===== src/hw/rtl/tha_pkg.sv =====
// ----------------------------------------------------------------------------
// tha_pkg
// Shared widths, fixed-point constants and types for the tanh approximation.
// ----------------------------------------------------------------------------
package tha_pkg;

    localparam int SAMPLE_W = 16;           // x in Q3.12
    localparam int OUT_W    = 16;           // tanh in Q1.14
    localparam int A_W      = 16;           // |x|, 0 .. 32768
    localparam int DEN1_W   = 16;           // a + 1.0 in Q.12
    localparam int T_W      = 14;           // t in Q0.14
    localparam int PROD_W   = 27;           // 0.37 * t before the shift
    localparam int M_W      = 15;           // m and n in Q.14
    localparam int D_W      = 18;           // n + a in Q.14
    localparam int Q_W      = 16;           // raw quotient

    localparam logic [DEN1_W-1:0] Q12_ONE = 16'd4096;
    localparam logic [M_W-1:0]    Q14_ONE = 15'd16384;
    localparam logic [12:0]       K_037   = 13'd6062;
    localparam logic [M_W-1:0]    K_070   = 15'd11469;

    typedef struct packed {
        logic space;                        // buffer can take a beat
        logic any;                          // buffer holds a beat
    } t_obuf_stat;

endpackage


===== src/hw/rtl/hyperbolic_tangent_approx.sv =====
// ----------------------------------------------------------------------------
// hyperbolic_tangent_approx
// Approximate tanh: x in Q3.12 to tanh(x) in Q1.14 via x / (n + |x|).
//
//   channel   direction  beat           handshake
//   sample    in         i_sample_in    i_sample_in_valid / o_sample_in_ready
//   tanh      out        o_tanh_out     o_tanh_out_valid  / i_tanh_out_ready
//
// one beat per cycle while the output buffer has space; 34 pipeline stages
// (input, 14-step divider, 3 divisor stages, 16-step divider) plus the
// output buffer; the two bit-per-stage dividers set the depth
// synchronous active-low reset empties the pipeline and the buffer
// the pipeline halts only when both buffer entries are full
// ----------------------------------------------------------------------------
module hyperbolic_tangent_approx (
    input  logic                            i_clk,
    input  logic                            i_rst_n,
    input  logic signed [tha_pkg::SAMPLE_W-1:0] i_sample_in,
    input  logic                            i_sample_in_valid,
    output logic                            o_sample_in_ready,
    output logic signed [tha_pkg::OUT_W-1:0] o_tanh_out,
    output logic                            o_tanh_out_valid,
    input  logic                            i_tanh_out_ready
);

    logic                           w_en;
    tha_pkg::t_obuf_stat            w_stat;

    logic                           r_vld0;
    logic [tha_pkg::A_W-1:0]        r_a0;
    logic [tha_pkg::DEN1_W-1:0]     r_den0;
    logic                           r_neg0;
    logic [tha_pkg::A_W-1:0]        n_a0;

    logic                           w_d1_vld;
    logic [tha_pkg::T_W-1:0]        w_t;
    logic [tha_pkg::A_W:0]          w_d1_side;

    logic                           w_m_vld;
    logic [tha_pkg::D_W-1:0]        w_d;
    logic [tha_pkg::A_W-1:0]        w_m_a;
    logic                           w_m_neg;

    logic                           w_d2_vld;
    logic [tha_pkg::Q_W-1:0]        w_q;
    logic                           w_d2_neg;
    logic [tha_pkg::Q_W-1:0]        w_qs;
    logic [tha_pkg::OUT_W-1:0]      w_res;
    logic [tha_pkg::OUT_W-1:0]      w_buf_out;

    assign w_en              = w_stat.space;
    assign o_sample_in_ready = w_en;

    // magnitude, first divisor
    assign n_a0 = i_sample_in[tha_pkg::SAMPLE_W-1] ? (~i_sample_in + 1'b1) : i_sample_in;

    always_ff @(posedge i_clk) begin
        if (!i_rst_n) begin
            r_vld0 <= 1'b0;
        end else if (w_en) begin
            r_vld0 <= i_sample_in_valid;
        end
    end

    always_ff @(posedge i_clk) begin
        if (w_en) begin
            r_a0   <= n_a0;
            r_den0 <= n_a0 + tha_pkg::Q12_ONE;
            r_neg0 <= i_sample_in[tha_pkg::SAMPLE_W-1];
        end
    end

    // t = a / (a + 1)
    tha_divpipe #(
        .DW (tha_pkg::DEN1_W),
        .QW (tha_pkg::T_W),
        .SW (tha_pkg::A_W + 1)
    ) u_div_t (
        .i_clk   (i_clk),
        .i_rst_n (i_rst_n),
        .i_en    (w_en),
        .i_valid (r_vld0),
        .i_rem   (tha_pkg::DEN1_W'(r_a0)),
        .i_den   (r_den0),
        .i_side  ({r_neg0, r_a0}),
        .o_valid (w_d1_vld),
        .o_quo   (w_t),
        .o_side  (w_d1_side)
    );

    tha_mid u_mid (
        .i_clk   (i_clk),
        .i_rst_n (i_rst_n),
        .i_en    (w_en),
        .i_valid (w_d1_vld),
        .i_t     (w_t),
        .i_a     (w_d1_side[tha_pkg::A_W-1:0]),
        .i_neg   (w_d1_side[tha_pkg::A_W]),
        .o_valid (w_m_vld),
        .o_d     (w_d),
        .o_a     (w_m_a),
        .o_neg   (w_m_neg)
    );

    // |q| = a / (n + a)
    tha_divpipe #(
        .DW (tha_pkg::D_W),
        .QW (tha_pkg::Q_W),
        .SW (1)
    ) u_div_q (
        .i_clk   (i_clk),
        .i_rst_n (i_rst_n),
        .i_en    (w_en),
        .i_valid (w_m_vld),
        .i_rem   (tha_pkg::D_W'(w_m_a)),
        .i_den   (w_d),
        .i_side  (w_m_neg),
        .o_valid (w_d2_vld),
        .o_quo   (w_q),
        .o_side  (w_d2_neg)
    );

    // saturate to one, restore sign
    assign w_qs  = (w_q > tha_pkg::Q_W'(tha_pkg::Q14_ONE)) ?
                   tha_pkg::Q_W'(tha_pkg::Q14_ONE) : w_q;
    assign w_res = w_d2_neg ? tha_pkg::OUT_W'(~w_qs + 1'b1) : tha_pkg::OUT_W'(w_qs);

    tha_obuf #(
        .W (tha_pkg::OUT_W)
    ) u_obuf (
        .i_clk   (i_clk),
        .i_rst_n (i_rst_n),
        .i_push  (w_en && w_d2_vld),
        .i_data  (w_res),
        .i_pop   (o_tanh_out_valid && i_tanh_out_ready),
        .o_data  (w_buf_out),
        .o_stat  (w_stat)
    );

    assign o_tanh_out       = w_buf_out;
    assign o_tanh_out_valid = w_stat.any;

    a_out_range: assert property (@(posedge i_clk) disable iff (!i_rst_n)
        o_tanh_out_valid |-> (o_tanh_out <= 16'sd16384 && o_tanh_out >= -16'sd16384))
        else $error("tanh result out of range");

    a_stall_means_full: assert property (@(posedge i_clk) disable iff (!i_rst_n)
        !o_sample_in_ready |-> o_tanh_out_valid)
        else $error("input stalled with empty output buffer");

    a_no_drop: assert property (@(posedge i_clk) disable iff (!i_rst_n)
        (o_tanh_out_valid && !i_tanh_out_ready) |=> o_tanh_out_valid)
        else $error("pending result lost");

    a_sign: assert property (@(posedge i_clk) disable iff (!i_rst_n)
        (w_en && w_d2_vld && !w_d2_neg) |-> !w_res[tha_pkg::OUT_W-1])
        else $error("positive sample gave negative result");

endmodule


===== src/hw/rtl/tha_divpipe.sv =====
// ----------------------------------------------------------------------------
// tha_divpipe
// Pipelined restoring divider, one quotient bit per stage. The dividend is
// the initial remainder shifted left by QW bits; it must be below the divisor.
// ----------------------------------------------------------------------------
module tha_divpipe #(
    parameter int DW = 16,
    parameter int QW = 14,
    parameter int SW = 1
) (
    input  logic          i_clk,
    input  logic          i_rst_n,
    input  logic          i_en,
    input  logic          i_valid,
    input  logic [DW-1:0] i_rem,
    input  logic [DW-1:0] i_den,
    input  logic [SW-1:0] i_side,
    output logic          o_valid,
    output logic [QW-1:0] o_quo,
    output logic [SW-1:0] o_side
);

    logic          r_vld  [QW];
    logic [DW-1:0] r_rem  [QW];
    logic [DW-1:0] r_den  [QW];
    logic [QW-1:0] r_quo  [QW];
    logic [SW-1:0] r_side [QW];
    logic [DW-1:0] n_rem  [QW];
    logic [QW-1:0] n_quo  [QW];

    for (genvar k = 0; k < QW; k++) begin : g_step
        logic          w_vld_in;
        logic [DW-1:0] w_rem_in;
        logic [DW-1:0] w_den_in;
        logic [QW-1:0] w_quo_in;
        logic [SW-1:0] w_side_in;
        logic [DW:0]   w_sh;
        logic [DW:0]   w_diff;
        logic          w_ge;

        if (k == 0) begin : g_first
            assign w_vld_in  = i_valid;
            assign w_rem_in  = i_rem;
            assign w_den_in  = i_den;
            assign w_quo_in  = '0;
            assign w_side_in = i_side;
        end else begin : g_next
            assign w_vld_in  = r_vld[k-1];
            assign w_rem_in  = r_rem[k-1];
            assign w_den_in  = r_den[k-1];
            assign w_quo_in  = r_quo[k-1];
            assign w_side_in = r_side[k-1];
        end

        always_comb begin
            w_sh     = {w_rem_in, 1'b0};
            w_ge     = (w_sh >= {1'b0, w_den_in});
            w_diff   = w_sh - {1'b0, w_den_in};
            n_rem[k] = w_ge ? w_diff[DW-1:0] : w_sh[DW-1:0];
            n_quo[k] = {w_quo_in[QW-2:0], w_ge};
        end

        always_ff @(posedge i_clk) begin
            if (!i_rst_n) begin
                r_vld[k] <= 1'b0;
            end else if (i_en) begin
                r_vld[k] <= w_vld_in;
            end
        end

        always_ff @(posedge i_clk) begin
            if (i_en) begin
                r_rem[k]  <= n_rem[k];
                r_den[k]  <= w_den_in;
                r_quo[k]  <= n_quo[k];
                r_side[k] <= w_side_in;
            end
        end
    end

    assign o_valid = r_vld[QW-1];
    assign o_quo   = r_quo[QW-1];
    assign o_side  = r_side[QW-1];

endmodule


===== src/hw/rtl/tha_mid.sv =====
// ----------------------------------------------------------------------------
// tha_mid
// Forms the second divisor n + a from t: one minus 0.37 t, floor at 0.7,
// subtract t with a floor at zero, add a. Three register stages.
// ----------------------------------------------------------------------------
module tha_mid (
    input  logic                        i_clk,
    input  logic                        i_rst_n,
    input  logic                        i_en,
    input  logic                        i_valid,
    input  logic [tha_pkg::T_W-1:0]     i_t,
    input  logic [tha_pkg::A_W-1:0]     i_a,
    input  logic                        i_neg,
    output logic                        o_valid,
    output logic [tha_pkg::D_W-1:0]     o_d,
    output logic [tha_pkg::A_W-1:0]     o_a,
    output logic                        o_neg
);

    // stage a: product
    logic                           r_vld_a;
    logic [tha_pkg::PROD_W-1:0]     r_prod;
    logic [tha_pkg::T_W-1:0]        r_t_a;
    logic [tha_pkg::A_W-1:0]        r_a_a;
    logic                           r_neg_a;
    logic [tha_pkg::PROD_W-1:0]     n_prod;

    // stage b: n
    logic                           r_vld_b;
    logic [tha_pkg::M_W-1:0]        r_n;
    logic [tha_pkg::A_W-1:0]        r_a_b;
    logic                           r_neg_b;
    logic [tha_pkg::M_W-1:0]        n_m;
    logic [tha_pkg::M_W-1:0]        n_mx;
    logic [tha_pkg::M_W-1:0]        n_n;

    // stage c: divisor
    logic                           r_vld_c;
    logic [tha_pkg::D_W-1:0]        r_d;
    logic [tha_pkg::A_W-1:0]        r_a_c;
    logic                           r_neg_c;
    logic [tha_pkg::D_W-1:0]        n_d;

    always_comb begin
        n_prod = tha_pkg::PROD_W'(tha_pkg::K_037) * tha_pkg::PROD_W'(i_t);
        n_m    = tha_pkg::Q14_ONE
               - tha_pkg::M_W'(r_prod[tha_pkg::PROD_W-1:tha_pkg::T_W]);
        n_mx   = (n_m < tha_pkg::K_070) ? tha_pkg::K_070 : n_m;
        n_n    = (n_mx > tha_pkg::M_W'(r_t_a)) ? (n_mx - tha_pkg::M_W'(r_t_a)) : '0;
        n_d    = tha_pkg::D_W'(r_n) + {r_a_b, 2'b00};
    end

    always_ff @(posedge i_clk) begin
        if (!i_rst_n) begin
            r_vld_a <= 1'b0;
            r_vld_b <= 1'b0;
            r_vld_c <= 1'b0;
        end else if (i_en) begin
            r_vld_a <= i_valid;
            r_vld_b <= r_vld_a;
            r_vld_c <= r_vld_b;
        end
    end

    always_ff @(posedge i_clk) begin
        if (i_en) begin
            r_prod  <= n_prod;
            r_t_a   <= i_t;
            r_a_a   <= i_a;
            r_neg_a <= i_neg;
            r_n     <= n_n;
            r_a_b   <= r_a_a;
            r_neg_b <= r_neg_a;
            r_d     <= n_d;
            r_a_c   <= r_a_b;
            r_neg_c <= r_neg_b;
        end
    end

    assign o_valid = r_vld_c;
    assign o_d     = r_d;
    assign o_a     = r_a_c;
    assign o_neg   = r_neg_c;

endmodule


===== src/hw/rtl/tha_obuf.sv =====
// ----------------------------------------------------------------------------
// tha_obuf
// Two-entry output buffer. Keeps the pipeline moving while one result waits
// and absorbs the beat already in flight when the consumer stalls.
// ----------------------------------------------------------------------------
module tha_obuf #(
    parameter int W = 16
) (
    input  logic                i_clk,
    input  logic                i_rst_n,
    input  logic                i_push,
    input  logic [W-1:0]        i_data,
    input  logic                i_pop,
    output logic [W-1:0]        o_data,
    output tha_pkg::t_obuf_stat o_stat
);

    logic [W-1:0] r_mem [2];
    logic         r_wr;
    logic         r_rd;
    logic [1:0]   r_cnt;
    logic [1:0]   n_cnt;

    always_comb begin
        n_cnt = r_cnt;
        case ({i_push, i_pop})
            2'b10:   n_cnt = r_cnt + 2'd1;
            2'b01:   n_cnt = r_cnt - 2'd1;
            default: n_cnt = r_cnt;
        endcase
    end

    always_ff @(posedge i_clk) begin
        if (!i_rst_n) begin
            r_wr  <= 1'b0;
            r_rd  <= 1'b0;
            r_cnt <= 2'd0;
        end else begin
            r_cnt <= n_cnt;
            if (i_push) begin
                r_wr <= ~r_wr;
            end
            if (i_pop) begin
                r_rd <= ~r_rd;
            end
        end
    end

    always_ff @(posedge i_clk) begin
        if (i_push) begin
            r_mem[r_wr] <= i_data;
        end
    end

    assign o_data       = r_mem[r_rd];
    assign o_stat.space = (r_cnt != 2'd2);
    assign o_stat.any   = (r_cnt != 2'd0);

endmodule

===== config.mk =====
export PLATFORM = sky130hd
export DESIGN_NAME = hyperbolic_tangent_approx
export DESIGN_NICKNAME = d
export VERILOG_FILES = /design/src/hw/rtl/tha_pkg.sv /design/src/hw/rtl/hyperbolic_tangent_approx.sv /design/src/hw/rtl/tha_divpipe.sv /design/src/hw/rtl/tha_mid.sv /design/src/hw/rtl/tha_obuf.sv
export SDC_FILE = /design/constraint.sdc
export NUM_CORES = 2
export LEC_CHECK = 0
export BUFFER_PORTS_ARGS = -buffer_cell sky130_fd_sc_hd__buf_2
export CORE_MARGIN = 1
export CORE_UTILIZATION = 64
export CTS_CLUSTER_DIAMETER = 30
export CTS_CLUSTER_SIZE = 40
export DETAILED_ROUTE_END_ITERATION = 8
export PLACE_DENSITY = 0.88
export SYNTH_ARGS = -nofsm -noshare
export SYNTH_HDL_FRONTEND = slang
export SYNTH_SLANG_ARGS = --single-unit

===== constraint.sdc =====
create_clock -name i_clk -period 51.9 [get_ports i_clk]
set_input_delay 5.19 -clock i_clk [delete_from_list [all_inputs] [get_ports i_clk]]
set_output_delay 5.19 -clock i_clk [all_outputs]
set_load 0.005 [all_outputs]

==> flow_summary.ini <==
[drt]
dr.first_iter.drc_count = 4811
vias = 53387
drt_wl_total_mm = 178
drcViolationCount = 0
avgRoutedWirePerCell_microns = 20.3
drt_pass1_iterations = 9
viasPerCell = 6.11
postRouteAntennaNets = 0

[floorplan]
chipHeight_microns = 358
core-area_sq_mm = 0.126
die_area_sq_mm = 0.128
initial_core_util_pct = 64.5
rows = 130
io_pins = 38
die_w_microns = 358

[synth]
yosysUniqueCellTypes = 91
avgSynthCellArea_sq_um = 12.3
synthesis.area_sq_mm = 0.0810
synth-seq-area-share_pct = 55.4
synth_ff_type = edfxtp_1
async_reset_ff_share_pct = 0
synth_edf_count = 1487
synth_nets = 7293
yosysWarnings = 0
synth_cells = 6561
ys_ff_latch = 1498

[finish]
drive_above_1_share_pct = 13.8
layout_commonest_cell = edfxtp_1
final_cell_area_sq_mm = 0.0934
area_growth_pct = 15.3
n_antenna_cell = 0
layout_common_cells = edfxtp_1 (1487), inv_1 (815), ha_1 (621), nor2_1 (370), mux2_2 (335)
layout.nets = 7596

[sta]
fmax_mhz = 127
setup_violations = 0
rsz0062_at_grt = false
hold_viol = 0
fin_crit_ns = 7.87
slew_viol_final = 0
max-slew-margin-rel_pct = 15.9
finalSetupTns_ns = 0
min_period_over_period_pct = 15.2
worst_slew_pin_slew_ns = 1.26
clock-skew-final_ns = 0.0661

[clock_network]
numCtsBuffers = 315
cts_resized = 0
clk_pin_slew_worst_paths_ns = 0.06
insertion_delay_ns = 0.91
cts_tree = done
post_cts_buffers = 0
cts_num_sinks = 1498
clk_path_buf_depth = 4
cts_hold_buf = 0
h-tree-depth = 5
cts-root-buf = clkbuf_16

[grt]
first_global_vias = 55150
grt_max_degree = 86
grtUsageTotal_pct = 27.7
grt_pass1_wl_mm = 282
grt_antenna_before_repair = 4
overflow = 0

[worst_setup_path]
slowest_stage = nor2b_1
end_kind = primary output
critPathMaxStageDelay_ns = 0.70
cp.required_ns = 46.71
critPathTopFamily = simple AND/OR/NAND/NOR gates
critPathBufInv = 2
critical_path_class = flop to primary output
arrival_ns = 2.68
crit_path_start_kind = flop
cp_cell_sequence = nor2b_1, inv_8, buf_2
crit_fanout = 83

[placed_design]
place_area_sq_mm = 0.0831
place_congestion = 0.916
place_hpwl_mm = 115
io_buffer_count = 37

[run_status]
status = finished, final reports clean

[worst_hold_path]
hold_class = flop to flop

[job]
max_cap_viol_count = 0
-- routing by layer --
layer,up-vias,global-route usage [%],share of wire [%]
li1,24728,-,-
met1,25846,30.7,37
met2,2110,50.4,52
met3,701,4.94,5.5
met4,2,14.8,5.3
met5,-,0,0.0073
-- state kept, by name (all words and copies together) (netlist names), 13 cells and up, named ones only --
signal,count
u_mid.r_prod,13
u_div_t.r_rem,208
u_div_t.r_den,148
u_mid.r_n,15
u_div_q.r_side,16
u_mid.o_d,18
u_div_t.r_quo,105
u_div_q.r_vld,16
u_div_t.r_side,142
u_div_q.r_den,270
u_mid.r_a_a,16
r_a0,16
u_div_q.r_quo,136
u_mid.o_a,16
u_div_q.r_rem,270
u_obuf.r_mem,32
u_div_t.r_vld,14
u_mid.r_t_a,14
u_mid.r_a_b,16
-- cells in the mapped netlist, types with 30 or more instances --
cell	count	share of area, %
edfxtp_1	1487	55
inv_1	815	3.8
ha_1	621	9.6
nor2_1	370	1.7
mux2_2	335	4.7
nand2_1	310	1.4
a21oi_1	294	1.8
o21ai_0	286	1.8
xnor2_1	267	2.9
a21o_1	147	1.4
xor2_1	136	1.5
nor3_1	135	0.83
nor2b_1	116	0.90
fa_1	91	2.2
nand3_1	89	0.55
o21a_1	80	0.74
nand4_1	62	0.48
and3_1	61	0.47
o31ai_1	53	0.49
clkbuf_1	51	0.24
a211oi_1	50	0.46
a31oi_1	47	0.36
o21bai_1	44	0.41
nand2b_1	43	0.33
and2_1	41	0.32
mux2i_1	39	0.48
or3_1	37	0.29
a21boi_0	34	0.32
or2_2	34	0.26
o211ai_1	30	0.28
-- cell families after synthesis --
family                     synth area share [%]
AOI/OAI and AO/OA                          10.4
xor gates and xnor gates                   4.36
adders and majority gates                  11.8
buffers and inverters                      4.27
DFF                                        55.4
muxes                                      5.27
and+or+nand+nor                            8.44
-- worst paths after layout --
check | start | end | slack (ns) | depth (start not counted)
hold / removal | u_div_t.r_quo[1][34] | u_div_t.r_quo[1][49] | 0.38 | 0
setup / recovery | u_obuf.r_cnt[1] | o_sample_in_ready | 44.03 | 3
setup reg to reg | u_obuf.r_cnt[1] | u_div_t.r_rem[0][61] | 45.76 | 8
hold reg to reg | u_div_t.r_quo[1][34] | u_div_t.r_quo[1][49] | 0.38 | 0
-- per-stage QoR --
stage / instances / hold WS, ns / utilization (%) / setup WS (ns)
floorplan: 6561 / 0.400 / - / 7.50
global placement: 8197 / 0.401 / 66.2 / 44.21
detailed placement: 8197 / 0.405 / 66.2 / 44.17
CTS: 8739 / 0.374 / 74.4 / 43.96
global route: 8739 / 0.382 / 74.4 / 43.88
finish: 8739 / 0.375 / 74.4 / 44.03
-- layout make-up --
cell class,instances,area (sq um)
sequential,1498,44900
multi-input combinational,4164,32700
clock buffer,349,8140
tap,1650,2060
timing repair buffer,69,425
clock inverter,193,2140
inverter,816,3070
fill,7160,32200
-- worst reg2reg max path, delay by kind of cell (launching register included) --
kind	cells	cell delay (ns)
buf+inv	7	5.11
simple gates	1	0.27
flops	1	0.33
Power is not shown: default switching activity piles up to over one toggle a cycle in this logic, so the estimate is an artifact.
